$ cat config.mk
export PLATFORM = sky130hd
export DESIGN_NAME = waypoint_heading_follower_top
export DESIGN_NICKNAME = d
export VERILOG_FILES = /design/src/hw/rtl/wpf_pkg.sv /design/src/hw/rtl/waypoint_heading_follower_top.sv /design/src/hw/rtl/wpf_front.sv /design/src/hw/rtl/wpf_back.sv
export SDC_FILE = /design/constraint.sdc
export NUM_CORES = 2
export LEC_CHECK = 0
export ABC_AREA = 1
export BUFFER_PORTS_ARGS = -buffer_cell sky130_fd_sc_hd__buf_4
export CAP_MARGIN = 20
export CORE_MARGIN = 3
export CORE_UTILIZATION = 55
export CTS_CLUSTER_SIZE = 8
export DETAILED_ROUTE_END_ITERATION = 10
export HOLD_SLACK_MARGIN = 0.02
export PLACE_DENSITY_LB_ADDON = 0.08
export SLEW_MARGIN = 15
export SYNTH_ARGS = -nofsm -noshare
export SYNTH_HDL_FRONTEND = slang
export SYNTH_SLANG_ARGS = --single-unit
$ cat constraint.sdc
create_clock -name clock -period 12.2 [get_ports clock]
set_input_delay 3.66 -clock clock [delete_from_list [all_inputs] [get_ports clock]]
set_output_delay 3.66 -clock clock [all_outputs]
set_load 0.005 [all_outputs]
$ cat src/hw/rtl/wpf_pkg.sv
package wpf_pkg;

   localparam int CoordW = 16;
   localparam int QuatW = 16;
   localparam int RadiusW = 15;
   localparam int SpeedW = 10;
   localparam int AngleW = 16;
   localparam int IndexW = 2;
   localparam int CsrAddrW = 3;
   localparam int CsrDataW = 16;
   localparam int QueueDepth = 2;

   // item kinds
   localparam logic CMD_ODOM = 1'b0;
   localparam logic CMD_TICK = 1'b1;

   // register indexes
   localparam logic [CsrAddrW-1:0] REG_WP0_X = 3'd0;
   localparam logic [CsrAddrW-1:0] REG_WP0_Y = 3'd1;
   localparam logic [CsrAddrW-1:0] REG_WP1_X = 3'd2;
   localparam logic [CsrAddrW-1:0] REG_WP1_Y = 3'd3;
   localparam logic [CsrAddrW-1:0] REG_WP2_X = 3'd4;
   localparam logic [CsrAddrW-1:0] REG_WP2_Y = 3'd5;
   localparam logic [CsrAddrW-1:0] REG_RADIUS = 3'd6;
   localparam logic [CsrAddrW-1:0] REG_SPEED = 3'd7;

   localparam logic signed [CoordW-1:0] WP0_X_RST = 16'sd936;
   localparam logic signed [CoordW-1:0] WP0_Y_RST = 16'sd1873;
   localparam logic signed [CoordW-1:0] WP1_X_RST = 16'sd936;
   localparam logic signed [CoordW-1:0] WP1_Y_RST = 16'sd2497;
   localparam logic signed [CoordW-1:0] WP2_X_RST = 16'sd936;
   localparam logic signed [CoordW-1:0] WP2_Y_RST = 16'sd3433;
   localparam logic [RadiusW-1:0] RADIUS_RST = 15'd102;
   localparam logic [SpeedW-1:0] SPEED_RST = 10'd102;

   localparam logic [IndexW-1:0] WP_DONE = 2'd3;

   typedef struct packed {
      logic kind;
      logic signed [CoordW-1:0] odom_x;
      logic signed [CoordW-1:0] odom_y;
      logic signed [QuatW-1:0] quat_x;
      logic signed [QuatW-1:0] quat_y;
      logic signed [QuatW-1:0] quat_z;
      logic signed [QuatW-1:0] quat_w;
   } item_type;

   // arctan(2^-i), 2^31 = pi
   function automatic logic signed [32:0] atan_lut(input logic [3:0] i);
      logic signed [32:0] v;
      begin
         unique case (i)
            4'd0: v = 33'sh020000000;
            4'd1: v = 33'sh012E4051E;
            4'd2: v = 33'sh009FB385B;
            4'd3: v = 33'sh0051111D4;
            4'd4: v = 33'sh0028B0D43;
            4'd5: v = 33'sh00145D7E1;
            4'd6: v = 33'sh000A2F61E;
            4'd7: v = 33'sh000517C55;
            4'd8: v = 33'sh00028BE53;
            4'd9: v = 33'sh000145F2F;
            4'd10: v = 33'sh0000A2F98;
            4'd11: v = 33'sh0000517CC;
            4'd12: v = 33'sh000028BE6;
            4'd13: v = 33'sh0000145F3;
            4'd14: v = 33'sh00000A2FA;
            default: v = 33'sh00000517D;
         endcase
         return v;
      end
   endfunction

endpackage

$ cat src/hw/rtl/waypoint_heading_follower_top.sv
// Go-to-goal heading controller for three waypoints. Odometry beats set the
// position and the heading (yaw from the quaternion by a 16-step CORDIC
// atan2); tick beats return one command, or nothing once all waypoints are
// done. A small input queue takes beats while the sequencer works; one
// shared 18x18 multiplier and the CORDIC unit set the cost. The sequencer
// takes no new beat until it is through with the last; an odometry beat
// whose quaternion gives a zero vector, and a tick that finds the waypoint
// reached, skip the CORDIC steps. Results wait in an output register; a
// tick that finds it full waits until the receiver takes the result.
module waypoint_heading_follower_top #(
   parameter int QDEPTH = wpf_pkg::QueueDepth
) (
   input  logic clock,
   input  logic reset,
   input  logic req_tvalid,
   output logic req_tready,
   input  logic [95:0] req_tdata,  // odom_x, odom_y, quat_x, quat_y, quat_z, quat_w
   input  logic req_tuser,         // cmd
   output logic rsp_tvalid,
   input  logic rsp_tready,
   output logic [31:0] rsp_tdata,  // linear_speed, angular_rate, target_index, zero fill
   output logic rsp_tuser,         // reached
   input  logic csr_we,
   input  logic [wpf_pkg::CsrAddrW-1:0] csr_addr,
   input  logic [wpf_pkg::CsrDataW-1:0] csr_wdata
);
   import wpf_pkg::*;

   logic q_valid, q_pop;
   item_type q_item;

   wpf_front #(.QDEPTH(QDEPTH)) u_front (
      .clock(clock),
      .reset(reset),
      .req_tvalid(req_tvalid),
      .req_tready(req_tready),
      .req_tdata(req_tdata),
      .req_tuser(req_tuser),
      .q_valid(q_valid),
      .q_item(q_item),
      .q_pop(q_pop)
   );

   wpf_back u_back (
      .clock(clock),
      .reset(reset),
      .csr_we(csr_we),
      .csr_addr(csr_addr),
      .csr_wdata(csr_wdata),
      .q_valid(q_valid),
      .q_item(q_item),
      .q_pop(q_pop),
      .rsp_tvalid(rsp_tvalid),
      .rsp_tready(rsp_tready),
      .rsp_tdata(rsp_tdata),
      .rsp_tuser(rsp_tuser)
   );

endmodule

$ cat src/hw/rtl/wpf_front.sv
module wpf_front #(
   parameter int QDEPTH = wpf_pkg::QueueDepth
) (
   input  logic clock,
   input  logic reset,
   input  logic req_tvalid,
   output logic req_tready,
   input  logic [95:0] req_tdata,
   input  logic req_tuser,
   output logic q_valid,
   output wpf_pkg::item_type q_item,
   input  logic q_pop
);
   import wpf_pkg::*;

   localparam int PtrW = (QDEPTH > 1) ? $clog2(QDEPTH) : 1;
   localparam int CntW = $clog2(QDEPTH + 1);

   item_type entry_ff [QDEPTH];
   logic [PtrW-1:0] wr_ptr_ff, rd_ptr_ff;
   logic [CntW-1:0] count_ff;
   item_type item_in;
   logic push, pop;

   // classify the beat and unpack its fields
   always_comb begin
      item_in.kind = req_tuser ? CMD_TICK : CMD_ODOM;
      item_in.odom_x = req_tdata[15:0];
      item_in.odom_y = req_tdata[31:16];
      item_in.quat_x = req_tdata[47:32];
      item_in.quat_y = req_tdata[63:48];
      item_in.quat_z = req_tdata[79:64];
      item_in.quat_w = req_tdata[95:80];
   end

   assign req_tready = (count_ff != CntW'(QDEPTH));
   assign push = req_tvalid && req_tready;
   assign pop = q_pop && q_valid;
   assign q_valid = (count_ff != '0);
   assign q_item = entry_ff[rd_ptr_ff];

   always_ff @(posedge clock) begin
      if (push) begin
         entry_ff[wr_ptr_ff] <= item_in;
      end
   end

   always_ff @(posedge clock) begin
      if (reset) begin
         wr_ptr_ff <= '0;
         rd_ptr_ff <= '0;
         count_ff <= '0;
      end else begin
         if (push) begin
            wr_ptr_ff <= (wr_ptr_ff == PtrW'(QDEPTH - 1)) ? '0 : wr_ptr_ff + 1'b1;
         end
         if (pop) begin
            rd_ptr_ff <= (rd_ptr_ff == PtrW'(QDEPTH - 1)) ? '0 : rd_ptr_ff + 1'b1;
         end
         if (push && !pop) begin
            count_ff <= count_ff + 1'b1;
         end else if (pop && !push) begin
            count_ff <= count_ff - 1'b1;
         end
      end
   end

endmodule

$ cat src/hw/rtl/wpf_back.sv
module wpf_back (
   input  logic clock,
   input  logic reset,
   input  logic csr_we,
   input  logic [wpf_pkg::CsrAddrW-1:0] csr_addr,
   input  logic [wpf_pkg::CsrDataW-1:0] csr_wdata,
   input  logic q_valid,
   input  wpf_pkg::item_type q_item,
   output logic q_pop,
   output logic rsp_tvalid,
   input  logic rsp_tready,
   output logic [31:0] rsp_tdata,
   output logic rsp_tuser
);
   import wpf_pkg::*;

   localparam logic [2:0] S_IDLE = 3'd0;
   localparam logic [2:0] S_MUL = 3'd1;
   localparam logic [2:0] S_PRE = 3'd2;
   localparam logic [2:0] S_ITER = 3'd3;
   localparam logic [2:0] S_POST = 3'd4;
   localparam logic [2:0] S_RATE = 3'd5;
   localparam logic [2:0] S_ARR = 3'd6;

   localparam logic signed [17:0] RATE_GAIN = 18'sd38604;
   localparam logic signed [35:0] ONE_Q28 = 36'sd268435456;
   localparam logic signed [32:0] QUARTER = 33'sh040000000;

   logic [2:0] state_ff;
   logic [2:0] step_ff;
   logic [3:0] iter_ff;
   logic [IndexW-1:0] wp_idx_ff;
   logic rsp_valid_ff;

   logic signed [CoordW-1:0] wp0_x_ff, wp0_y_ff, wp1_x_ff, wp1_y_ff, wp2_x_ff, wp2_y_ff;
   logic [RadiusW-1:0] radius_ff;
   logic [SpeedW-1:0] speed_ff;
   logic signed [CoordW-1:0] pos_x_ff, pos_y_ff;
   logic [AngleW-1:0] heading_ff;

   logic kind_ff;
   logic signed [QuatW-1:0] qx_ff, qy_ff, qz_ff, qw_ff;
   logic signed [16:0] dx_ff, dy_ff;
   logic signed [35:0] sacc_ff, cacc_ff, prod_ff;
   logic signed [35:0] cx_ff, cy_ff;
   logic signed [32:0] acc_ff;
   logic eneg_ff;
   logic [SpeedW-1:0] out_speed_ff;
   logic [15:0] out_rate_ff;
   logic [IndexW-1:0] out_idx_ff;
   logic out_reached_ff;

   logic signed [CoordW-1:0] tx, ty;
   logic signed [17:0] mul_a, mul_b;
   logic signed [35:0] product;
   logic signed [35:0] vx, vy, xs, ys;
   logic signed [32:0] acc_rnd;
   logic [AngleW-1:0] angle, err;
   logic [15:0] mag;
   logic [35:0] rate_rnd;
   logic [15:0] rate_abs;
   logic out_free;

   always_comb begin
      case (wp_idx_ff)
         2'd0: begin
            tx = wp0_x_ff;
            ty = wp0_y_ff;
         end
         2'd1: begin
            tx = wp1_x_ff;
            ty = wp1_y_ff;
         end
         default: begin
            tx = wp2_x_ff;
            ty = wp2_y_ff;
         end
      endcase
   end

   assign acc_rnd = acc_ff + 33'sd32768;
   assign angle = acc_rnd[31:16];
   assign err = angle - heading_ff;
   assign mag = err[15] ? (16'd0 - err) : err;

   // one shared multiplier, product registered
   always_comb begin
      mul_a = '0;
      mul_b = '0;
      if (state_ff == S_MUL) begin
         if (kind_ff == CMD_ODOM) begin
            case (step_ff)
               3'd0: begin
                  mul_a = 18'(qw_ff);
                  mul_b = 18'(qz_ff);
               end
               3'd1: begin
                  mul_a = 18'(qx_ff);
                  mul_b = 18'(qy_ff);
               end
               3'd2: begin
                  mul_a = 18'(qy_ff);
                  mul_b = 18'(qy_ff);
               end
               3'd3: begin
                  mul_a = 18'(qz_ff);
                  mul_b = 18'(qz_ff);
               end
               default: ;
            endcase
         end else begin
            case (step_ff)
               3'd0: begin
                  mul_a = 18'(dx_ff);
                  mul_b = 18'(dx_ff);
               end
               3'd1: begin
                  mul_a = 18'(dy_ff);
                  mul_b = 18'(dy_ff);
               end
               3'd2: begin
                  mul_a = {3'b000, radius_ff};
                  mul_b = {3'b000, radius_ff};
               end
               default: ;
            endcase
         end
      end else if (state_ff == S_POST) begin
         mul_a = {2'b00, mag};
         mul_b = RATE_GAIN;
      end
   end

   assign product = mul_a * mul_b;

   // vector handed to the atan2 unit
   always_comb begin
      if (kind_ff == CMD_ODOM) begin
         vy = sacc_ff <<< 1;
         vx = ONE_Q28 - (cacc_ff <<< 1);
      end else begin
         vy = 36'(dy_ff);
         vx = 36'(dx_ff);
      end
   end

   assign xs = cx_ff >>> iter_ff;
   assign ys = cy_ff >>> iter_ff;

   assign rate_rnd = 36'(prod_ff) + 36'd32768;
   assign rate_abs = rate_rnd[31:16];

   assign out_free = !rsp_valid_ff || rsp_tready;
   assign q_pop = (state_ff == S_IDLE);

   assign rsp_tvalid = rsp_valid_ff;
   assign rsp_tdata = {4'b0000, out_idx_ff, out_rate_ff, out_speed_ff};
   assign rsp_tuser = out_reached_ff;

   always_ff @(posedge clock) begin
      if (reset) begin
         wp0_x_ff <= WP0_X_RST;
         wp0_y_ff <= WP0_Y_RST;
         wp1_x_ff <= WP1_X_RST;
         wp1_y_ff <= WP1_Y_RST;
         wp2_x_ff <= WP2_X_RST;
         wp2_y_ff <= WP2_Y_RST;
         radius_ff <= RADIUS_RST;
         speed_ff <= SPEED_RST;
      end else if (csr_we) begin
         unique case (csr_addr)
            REG_WP0_X: wp0_x_ff <= csr_wdata;
            REG_WP0_Y: wp0_y_ff <= csr_wdata;
            REG_WP1_X: wp1_x_ff <= csr_wdata;
            REG_WP1_Y: wp1_y_ff <= csr_wdata;
            REG_WP2_X: wp2_x_ff <= csr_wdata;
            REG_WP2_Y: wp2_y_ff <= csr_wdata;
            REG_RADIUS: radius_ff <= csr_wdata[RadiusW-1:0];
            REG_SPEED: speed_ff <= csr_wdata[SpeedW-1:0];
            default: ;
         endcase
      end
   end

   always_ff @(posedge clock) begin
      // rate product is held while the command waits for the output register
      if (state_ff != S_RATE) begin
         prod_ff <= product;
      end
      if (reset) begin
         state_ff <= S_IDLE;
         step_ff <= '0;
         iter_ff <= '0;
         wp_idx_ff <= '0;
         rsp_valid_ff <= 1'b0;
         pos_x_ff <= '0;
         pos_y_ff <= '0;
         heading_ff <= '0;
      end else begin
         if ((state_ff == S_RATE || state_ff == S_ARR) && out_free) begin
            rsp_valid_ff <= 1'b1;
         end else if (rsp_tready) begin
            rsp_valid_ff <= 1'b0;
         end
         unique case (state_ff)
            S_IDLE: begin
               if (q_valid) begin
                  kind_ff <= q_item.kind;
                  qx_ff <= q_item.quat_x;
                  qy_ff <= q_item.quat_y;
                  qz_ff <= q_item.quat_z;
                  qw_ff <= q_item.quat_w;
                  dx_ff <= 17'(tx) - 17'(pos_x_ff);
                  dy_ff <= 17'(ty) - 17'(pos_y_ff);
                  step_ff <= '0;
                  if (q_item.kind == CMD_ODOM) begin
                     pos_x_ff <= q_item.odom_x;
                     pos_y_ff <= q_item.odom_y;
                     state_ff <= S_MUL;
                  end else if (wp_idx_ff != WP_DONE) begin
                     state_ff <= S_MUL;
                  end
               end
            end
            S_MUL: begin
               step_ff <= step_ff + 1'b1;
               if (kind_ff == CMD_ODOM) begin
                  case (step_ff)
                     3'd1: sacc_ff <= prod_ff;
                     3'd2: sacc_ff <= sacc_ff + prod_ff;
                     3'd3: cacc_ff <= prod_ff;
                     3'd4: begin
                        cacc_ff <= cacc_ff + prod_ff;
                        state_ff <= S_PRE;
                     end
                     default: ;
                  endcase
               end else begin
                  case (step_ff)
                     3'd1: cacc_ff <= prod_ff;
                     3'd2: cacc_ff <= cacc_ff + prod_ff;
                     // squared distance against squared radius
                     3'd3: state_ff <= (cacc_ff > prod_ff) ? S_PRE : S_ARR;
                     default: ;
                  endcase
               end
            end
            S_PRE: begin
               iter_ff <= '0;
               if (vx == '0 && vy == '0) begin
                  acc_ff <= '0;
                  state_ff <= S_POST;
               end else begin
                  state_ff <= S_ITER;
                  if (vx < 0) begin
                     if (vy >= 0) begin
                        cx_ff <= vy;
                        cy_ff <= -vx;
                        acc_ff <= QUARTER;
                     end else begin
                        cx_ff <= -vy;
                        cy_ff <= vx;
                        acc_ff <= -QUARTER;
                     end
                  end else begin
                     cx_ff <= vx;
                     cy_ff <= vy;
                     acc_ff <= '0;
                  end
               end
            end
            S_ITER: begin
               if (cy_ff > 0) begin
                  cx_ff <= cx_ff + ys;
                  cy_ff <= cy_ff - xs;
                  acc_ff <= acc_ff + atan_lut(iter_ff);
               end else begin
                  cx_ff <= cx_ff - ys;
                  cy_ff <= cy_ff + xs;
                  acc_ff <= acc_ff - atan_lut(iter_ff);
               end
               iter_ff <= iter_ff + 1'b1;
               if (iter_ff == 4'd15) begin
                  state_ff <= S_POST;
               end
            end
            S_POST: begin
               if (kind_ff == CMD_ODOM) begin
                  heading_ff <= angle;
                  state_ff <= S_IDLE;
               end else begin
                  eneg_ff <= err[15];
                  state_ff <= S_RATE;
               end
            end
            S_RATE: begin
               if (out_free) begin
                  out_speed_ff <= speed_ff;
                  out_rate_ff <= eneg_ff ? (16'd0 - rate_abs) : rate_abs;
                  out_idx_ff <= wp_idx_ff;
                  out_reached_ff <= 1'b0;
                  state_ff <= S_IDLE;
               end
            end
            S_ARR: begin
               if (out_free) begin
                  wp_idx_ff <= wp_idx_ff + 1'b1;
                  out_speed_ff <= '0;
                  out_rate_ff <= '0;
                  out_idx_ff <= wp_idx_ff + 1'b1;
                  out_reached_ff <= 1'b1;
                  state_ff <= S_IDLE;
               end
            end
            default: state_ff <= S_IDLE;
         endcase
      end
   end

endmodule

==> out/results.tsv <==
metric	value	unit
status	finished clean	
Pins Over Slew Limit	0	
wirelength, routed	222900	um
unrepaired setup endpoints after global routing	false	
flop2flop setup slack	1.95	ns
Design Area, Final	0.07018	sq mm
Tmin final	10.25	ns
P per Cell Area	201.4	mW/mm^2
placed cell area	0.06700	sq mm
number of H-tree levels	3	
Post-DP HPWL	175500	um
GRT overflow	0	
I/O pin count	156	
cts bufs inserted	106	
wire per inst	21.95	um
routability cong.	1.056	
number of buffers on the longest clock path	3	
area grow syn2layout	8.519	%
postcts setup bufs	0	
WP data arrival	10.69	ns
Core Rows	125	
Post-synth EDFFs	534	
mean post-synth cell area	7.595	sq um
pre-CTS setup slack	2.039	ns
Worst Skew	0.05946	ns
crit path kind	flip-flop to flip-flop	
first-pass GRT wire length	337000	um
Netlist cell types	78	
pin count of the biggest net entering global routing	123	
PortBufs	151	
Synth Cell Area	0.06467	sq mm
core footprint	0.1164	sq mm
CTS Root Cell	clkbuf_16	
crit path launch type	flip-flop	
most frequent cells in the layout	nand2_1 (1938), inv_1 (1170), nor2_1 (835), a21oi_1 (622), o21ai_0 (592)	
Min-Delay Path Class	flip-flop to flip-flop	
Setup-failing EPs final	0	
post-CTS resize count	0	
GRT Total Usage	0.3594	
worst hold start	u_back.wp2_y_ff[8]	
Die Area	0.1217	sq mm
Hold WS	0.4544	ns
Pleak	0.03192	uW
sequential area share after synthesis	0.3151	
via count	59302	
hold buffer count at CTS	0	
top_reg_cell synth	edfxtp_1	
reg2reg path depth	47	
Hold Crit Depth	2	
Post-Syn Instances	8515	
iteration count of the initial detailed-routing pass	8	
Worst Max-Slew Pin Slew	1.132	ns
Yosys reg bits	751	
setup ws final	1.951	ns
vias in the first global route	56928	
Setup TNS Final	0	ns
clock slew at the register clock pins of the worst setup and hold paths	0.05	ns
Sink Count	751	
critical path's slowest cell	nand2_1	
1st-iter DRT viols	5830	
Max transition margin	0.2331	
fillcell total	10796	
Die Y	348.9	um
clk_lat worst skew	0.74	ns
Worst Path Max Fanout	20	
most common cell after layout, fill and taps aside	nand2_1	
DRC	0	
max incr delay on CP	0.63	ns
antenna-violating nets left	0	
layout cells sized above 1	0.06466	
final core occ	0.6031	
Most common cell on crit path	nand2_1	
fin nets	9374	
total of max-cap violations	0	
worst reg2reg path startpoint	u_back.acc_ff[17]	
VDD IR max	168.6	uV
Starting Density	0.5558	
reg2reg end	u_back.prod_ff[31]	
Syn. warnings	0	
fin crit share	0.8401	
number of antenna violations at the first check in global routing	2	
CP startpoint	u_back.acc_ff[17]	
Chip Width	348.9	um
number of hold violations in the final report	0	
Critical Path Sink Type	flip-flop	
TritonCTS clock tree	yes	
vias per inst	5.840	
Max Fclk	97.57	MHz
hold endpoint	u_back.wp2_y_ff[8]	
WP data required	12.64	ns
Async S/R FF share, synth	0	
[worst max path at each step]
| stage | endpoint | slack (ns) | depth (start not counted) |
|---|---|---|---|
| floorplan | u_back.dx_ff[0] | 3.39 | 3 |
| global placement | u_back.prod_ff[31] | 2.31 | 47 |
| detailed placement | u_back.prod_ff[31] | 2.04 | 47 |
| CTS | u_back.prod_ff[31] | 2.01 | 47 |
| global route | u_back.prod_ff[31] | 1.19 | 47 |
| finish | u_back.prod_ff[31] | 1.95 | 47 |
[layer usage]
metal,track usage,share of wire,vias to the layer above
li1,-,-,28116
met1,0.4590,0.40,28088
met2,0.5861,0.46,2549
met3,0.05761,0.079,547
met4,0.1948,0.064,2
met5,0,0.000049,-
[area by class of cell]
| type | count | area [sq um] | area share |
|---|---|---|---|
| well taps | 1524 | 1907 | 0.02717 |
| inverters | 1196 | 4499 | 0.06411 |
| clock buffers | 172 | 2930 | 0.04176 |
| repair buffers | 222 | 1719 | 0.02450 |
| clock inverters | 11 | 206.4 | 0.002942 |
| flip-flops and latches | 751 | 20390 | 0.2905 |
| multi-input cells | 6278 | 38520 | 0.5490 |
| diodes | 1 | 2.502 | 0.00003566 |
[logic make-up (layout without fill, tap and decap cells)]
family / count (synthesis) / count (layout) / synth area share
and+or+nand+nor: 3597 / 3597 / 0.2304
AOI/OAI and AO/OA: 1622 / 1622 / 0.1397
buffers and inverters: 1489 / 1601 / 0.09084
DFF: 751 / 751 / 0.3151
adders and majority gates: 698 / 698 / 0.1730
xor gates and xnor gates: 292 / 292 / 0.03955
muxes: 65 / 65 / 0.01130
other: 1 / 5 / 0.00005799
[flip-flops by register name (all words and copies together), names as in the netlist, 16 cells and up, named ones only]
name / cells
u_back.dy_ff: 17
u_back.cacc_ff: 36
u_back.pos_x_ff: 16
u_front.entry_ff: 194
u_back.wp2_x_ff: 16
u_back.wp1_y_ff: 16
u_back.qw_ff: 16
u_back.prod_ff: 36
u_back.qx_ff: 16
u_back.qy_ff: 16
u_back.acc_ff: 32
u_back.pos_y_ff: 16
u_back.wp0_x_ff: 16
u_back.qz_ff: 16
u_back.sacc_ff: 35
u_back.cx_ff: 36
u_back.out_rate_ff: 16
u_back.dx_ff: 17
u_back.wp2_y_ff: 16
u_back.wp0_y_ff: 16
u_back.wp1_x_ff: 16
u_back.cy_ff: 36
u_back.heading_ff: 16
[Yosys cell counts, drive strengths merged, types with 2 or more instances]
master | number | area share
inv | 1191 | 0.069
o21ai | 680 | 0.054
nand2 | 1959 | 0.11
buf | 124 | 0.011
a41oi | 2 | 0.00027
o211ai | 47 | 0.0055
xor2 | 202 | 0.027
nand3b | 14 | 0.0016
a21o | 25 | 0.0029
and2 | 10 | 0.00097
xnor2 | 90 | 0.012
a21oi | 626 | 0.049
or2 | 23 | 0.0022
edfxtp | 534 | 0.25
a21boi | 24 | 0.0028
mux2 | 64 | 0.011
a221o | 2 | 0.00031
a22o | 13 | 0.0018
a31oi | 48 | 0.0047
nand4 | 63 | 0.0061
fa | 327 | 0.10
a211oi | 9 | 0.0011
o311ai | 6 | 0.00081
o2111ai | 11 | 0.0015
clkbuf | 169 | 0.0099
o22ai | 20 | 0.0019
a32oi | 2 | 0.00027
o221ai | 15 | 0.0020
clkinv | 5 | 0.00029
dfxtp | 217 | 0.067
nand3 | 568 | 0.045
o21a | 27 | 0.0031
nor2 | 863 | 0.051
ha | 371 | 0.072
nor4 | 25 | 0.0026
nor3 | 68 | 0.0057
a221oi | 13 | 0.0018
o31ai | 22 | 0.0026
o21bai | 23 | 0.0027
nor3b | 2 | 0.00023
[metrics by stage]
step | std cells | power, uW
after CTS | 10152 | 14010
after global routing | 10154 | 15050
after detailed placement | 9969 | 11160
final | 10155 | 14140
after global placement | 9968 | 11070
after floorplan | 8518 | 8696
[critical path, delay by kind of cell (launching register included)]
kind                       cells  cell delay, ns
xor gates and xnor gates       1            0.18
and+or+nand+nor               20            3.10
adders and majority gates      8            3.53
DFF                            1            0.41
buffers and inverters          9            0.65
AOI/OAI and AO/OA              9            2.08
[power breakdown]
part | internal (uW) | leakage [uW] | switching (uW)
clock network | 1630 | 0.00149 | 1180
logic | 2390 | 0.0236 | 5200
registers | 3360 | 0.00679 | 378
Power figures use the tool's default switching activity.
